--- src/rtl/ptc_pkg.sv ---
// ----------------------------------------------------------------------------
// ptc_pkg
// Shared constants, types and helpers for the peak template canceller.
// ----------------------------------------------------------------------------
package ptc_pkg;

    // Geometry
    localparam int TAPS        = 64;
    localparam int TAPS_W      = $clog2(TAPS);
    localparam int DATA_W      = 16;
    localparam int INDEX_W     = 6;
    localparam int LEN_W       = 7;
    localparam int FRAC_W      = 15;
    localparam int PROD_W      = 32;
    localparam int CELL_W      = 40;
    localparam int DIFF_W      = CELL_W - FRAC_W + 2;

    localparam logic [LEN_W-1:0] LEN_RESET = LEN_W'(64);

    // Output queue; deep enough to cover every word in flight at full rate
    localparam int FIFO_DEPTH  = 8;
    localparam int FIFO_PTR_W  = $clog2(FIFO_DEPTH);
    localparam int FIFO_CNT_W  = $clog2(FIFO_DEPTH + 1) + 1;

    // Command codes
    localparam logic CMD_SAMPLE = 1'b0;
    localparam logic CMD_LOAD   = 1'b1;

    // Sample word leaving the product stage
    typedef struct packed {
        logic                     valid;
        logic signed [DATA_W-1:0] sample;
    } t_stage;

    // Result word leaving the cell stage
    typedef struct packed {
        logic                     valid;
        logic signed [DATA_W-1:0] result;
        logic                     saturated;
    } t_result;

    // Add a product into a cell, clipping at the cell maximum
    function automatic logic [CELL_W-1:0] cell_add(input logic [CELL_W-1:0] cell_val,
                                                   input logic [PROD_W-1:0] prod_val);
        logic [CELL_W:0] sum;
        sum = {1'b0, cell_val} + (CELL_W + 1)'(prod_val);
        return sum[CELL_W] ? {CELL_W{1'b1}} : sum[CELL_W-1:0];
    endfunction

endpackage

--- src/rtl/ptc_out_fifo.sv ---
// ----------------------------------------------------------------------------
// ptc_out_fifo
// Small result queue that absorbs output stalls while the pipeline runs on.
// ----------------------------------------------------------------------------
module ptc_out_fifo (
    input  logic                                 i_clk,
    input  logic                                 i_rst_n,
    input  ptc_pkg::t_result                     i_push,
    output logic                                 o_valid,
    input  logic                                 i_ready,
    output logic signed [ptc_pkg::DATA_W-1:0]    o_result,
    output logic                                 o_saturated,
    output logic [ptc_pkg::FIFO_CNT_W-1:0]       o_count
);

    logic signed [ptc_pkg::DATA_W-1:0]  r_data [ptc_pkg::FIFO_DEPTH];
    logic                               r_sat  [ptc_pkg::FIFO_DEPTH];
    logic [ptc_pkg::FIFO_PTR_W-1:0]     r_wr_ptr;
    logic [ptc_pkg::FIFO_PTR_W-1:0]     r_rd_ptr;
    logic [ptc_pkg::FIFO_CNT_W-1:0]     r_count;
    logic                               w_pop;

    assign w_pop = (r_count != '0) && i_ready;

    // Store pushed words
    always_ff @(posedge i_clk) begin
        if (i_push.valid) begin
            r_data[r_wr_ptr] <= i_push.result;
            r_sat[r_wr_ptr]  <= i_push.saturated;
        end
    end

    // Advance pointers and occupancy
    always_ff @(posedge i_clk) begin
        if (!i_rst_n) begin
            r_wr_ptr <= '0;
            r_rd_ptr <= '0;
            r_count  <= '0;
        end else begin
            if (i_push.valid) begin
                r_wr_ptr <= r_wr_ptr + 1'b1;
            end
            if (w_pop) begin
                r_rd_ptr <= r_rd_ptr + 1'b1;
            end
            unique case ({i_push.valid, w_pop})
                2'b10:   r_count <= r_count + 1'b1;
                2'b01:   r_count <= r_count - 1'b1;
                default: r_count <= r_count;
            endcase
        end
    end

    assign o_valid     = (r_count != '0);
    assign o_result    = r_data[r_rd_ptr];
    assign o_saturated = r_sat[r_rd_ptr];
    assign o_count     = r_count;

endmodule

--- config.mk ---
export PLATFORM = sky130hd
export DESIGN_NAME = ptc_out_fifo
export DESIGN_NICKNAME = d
export VERILOG_FILES = /design/src/rtl/ptc_pkg.sv /design/src/rtl/ptc_out_fifo.sv
export SDC_FILE = /design/constraint.sdc
export NUM_CORES = 1
export LEC_CHECK = 0
export BUFFER_PORTS_ARGS = -buffer_cell sky130_fd_sc_hd__buf_2
export CORE_ASPECT_RATIO = 1.75
export CORE_MARGIN = 5
export CORE_UTILIZATION = 35
export DETAILED_ROUTE_END_ITERATION = 8
export REMOVE_ABC_BUFFERS = 1
export SKIP_CTS_REPAIR_TIMING = 1
export SLEW_MARGIN = 20
export SYNTH_ARGS = -nofsm -noshare
export SYNTH_HDL_FRONTEND = slang
export SYNTH_SLANG_ARGS = --single-unit
--- constraint.sdc ---
create_clock -name i_clk -period 3.5 [get_ports i_clk]
set_input_delay 0.35 -clock i_clk [delete_from_list [all_inputs] [get_ports i_clk]]
set_output_delay 0.35 -clock i_clk [all_outputs]
set_load 0.05 [all_outputs]
==> results.json <==
{
  "die_area_sq_mm": 0.01987,
  "chipWidth_um": 108.7,
  "grt_max_degree": 35,
  "rsz0062_at_grt": "false",
  "pwr-share-comb_pct": 20.6,
  "crit_arrival_ps": 2450,
  "clockBufferDepth": 2,
  "cts.sinks": 150,
  "cts_buffers": 17,
  "drc_errors": 0,
  "start_util_pct": 35.38,
  "gr-total-overflow": 0,
  "wire_per_inst_um": 18.63,
  "syn_inst": 282,
  "vias_per_cell": 4.861,
  "coreArea_sq_mm": 0.01687,
  "wl_um": 10860,
  "max_freq_mhz": 356.7,
  "pre_cts_slack_ps": 885.4,
  "status": "complete, no violations",
  "vias": 2834,
  "synth.largest_area_cell": "edfxtp_1",
  "skew_ps": 9.689,
  "synthAdderAreaFrac_pct": 1.048,
  "switching_share_pct": 29.20,
  "chipHeight_um": 182.7,
  "globalplace.congestion": 0.7158,
  "crit_chain": "buf_12 -> mux4_1 -> mux2_2 -> buf_2",
  "synth-simple-area-share_pct": 2.893,
  "seqPwrFrac_pct": 43.3,
  "numPortBuffers": 43,
  "power_frac_clock_pct": 36.1,
  "rows": 63,
  "min_period_ps": 2803,
  "grt.total_usage_pct": 11.83,
  "io_pins": 44,
  "cp_top_family": "multiplexers",
  "final_common_cell": "edfxtp_1",
  "hp-class": "primary input to register",
  "hold_viol": 0,
  "ant_nets": 0,
  "grt_pass1_vias": 3085,
  "drive_gt1_share_pct": 32.87,
  "yosys_most_used_dff": "edfxtp_1",
  "worstPathMaxFanout": 18,
  "period_share_pct": 80.09,
  "antenna_found_initial": 0,
  "n_fill_cell": 1503,
  "cts_tree": "done",
  "synth_compound_area_share_pct": 1.782,
  "synth_edf_count": 136,
  "netlist_area_sq_mm": 0.005968,
  "root_buffer": "clkbuf_16",
  "drv_slew": 0,
  "timing.hold.ws_ps": 194.6,
  "cp-start-kind": "register",
  "power.density_mw_per_mm2": 689.8,
  "setup_viol": 0,
  "dpl.hpwl_um": 6430,
  "n_antenna_cell": 0,
  "area_growth_pct": 18.49,
  "final_cell_mix": "edfxtp_1 (136), buf_2 (43), mux4_1 (25)",
  "tns_ps": 0,
  "clk_latency_ps": 420,
  "synth.distinct_cells": 35,
  "critPathKind": "register to output pin",
  "grt_pass1_wl_um": 17080,
  "slew_headroom_pct": 63.15,
  "cp_slowest_stage_delay_ps": 680,
  "clk_pin_slew_ps": 60,
  "yosysWarnings": 0,
  "slowest_stage": "dfxtp_2",
  "seq_area_frac_synth_pct": 73.12,
  "synth_area_per_cell_sq_um": 21.16,
  "muxShareOfSynthArea_pct": 18.28,
  "ys_ff_latch": 150,
  "worstMarginPinSlew_ps": 552.8,
  "synthTopCellsByArea": "edfxtp_1 (68%), mux4_1 (11%), dfxtp_1 (4.7%)",
  "ys_async_sr_fraction_pct": 0,
  "cp_data_required_time_ps": 3150,
  "synth_top_family_by_area": "multiplexers",
  "ir_drop_uv": 396.8,
  "worst_setup_path_end_kind": "output pin",
  "final_nets": 369,
  "p_leak_uw": 0.002418,
  "fin_ws_ps": 696.7,
  "cts_max_level": 4,
  "maxCapViolations": 0,
  "cell_internal_pwr_uw": 3453,
  "cp_num_buf_inv": 2,
  "dr.pass1.iters": 4,
  "drt_iter0_drc": 139,
  "yosys.area.top_type_share_pct": 68.43,
  "switchingPower_uw": 1425,
  "synth-xor-area-share_pct": 1.174
}
-- kinds of logic (layout without fill, tap and decap cells) --
kind of cell | Yosys count | count (layout)
AO/OA/AOI/OAI | 14 | 14
multiplexers | 55 | 55
AND/OR/NAND/NOR | 35 | 35
XOR/XNOR | 8 | 8
buffers and inverters | 15 | 89
flip-flops | 150 | 150
adder cells (fa/ha/maj) | 5 | 5
-- flip-flops by register name, summed over array words and instances (netlist names), named ones only --
register / cells
o_count: 5
r_data: 128
r_rd_ptr: 3
r_sat: 8
r_wr_ptr: 3
-- final cells by class --
cell class | count | area [sq um] | area share, %
timing repair buffer | 54 | 310.3 | 4.388
sequential | 150 | 4365 | 61.73
multi-input combinational | 117 | 1513 | 21.39
tap | 227 | 284.0 | 4.016
inverter | 3 | 11.26 | 0.1592
clock inverter | 11 | 83.83 | 1.185
clock buffer | 21 | 504.2 | 7.130
-- per-stage QoR --
step | area (sq um) | power [uW] | util (%) | cells
floorplan | 5878 | 2915 | - | 270
global placement | 6484 | 3154 | 38.44 | 551
detailed placement | 6484 | 3175 | 38.44 | 551
CTS | 7072 | 4939 | 41.92 | 583
global route | 7072 | 5087 | 41.92 | 583
finish | 7072 | 4878 | 41.92 | 583
-- per-layer routing --
layer | track usage [%] | wire (um)
met4 | 5.005 | 205
met1 | 12.46 | 4059
met2 | 21.60 | 6144
met3 | 3.381 | 452
met5 | 0 | 0
-- cell usage after synthesis, types with 4 or more instances --
| library cell | count |
|---|---|
| nand2b_1 | 5 |
| dfxtp_1 | 14 |
| nor2_1 | 14 |
| edfxtp_1 | 136 |
| mux2_2 | 17 |
| ha_1 | 5 |
| nand2_1 | 6 |
| mux4_1 | 25 |
| a21oi_1 | 6 |
| clkbuf_1 | 5 |
| xor2_1 | 7 |
| mux4_2 | 9 |
| mux2i_1 | 4 |
-- power by group through the flow --
stage                     Sequential [uW]  Clock (uW)  Combinational [uW]
after global placement               2150           0                1010
after global routing                 2130        1880                1080
after floorplan                      2230           0                 684
after detailed placement             2150           0                1020
final                                2110        1760                1010
after CTS                            2110        1800                1030
-- worst paths after layout --
check        cells past startpoint  slack (ps)       endpoint        start
max                              4         700   o_result[13]     register
min                              1         190  r_data[4][13]   i_push[14]
min reg2reg                      2         510    r_rd_ptr[1]  r_rd_ptr[1]
max reg2reg                     10         880     o_count[2]   o_count[0]
(Power assumes the default switching activity.)
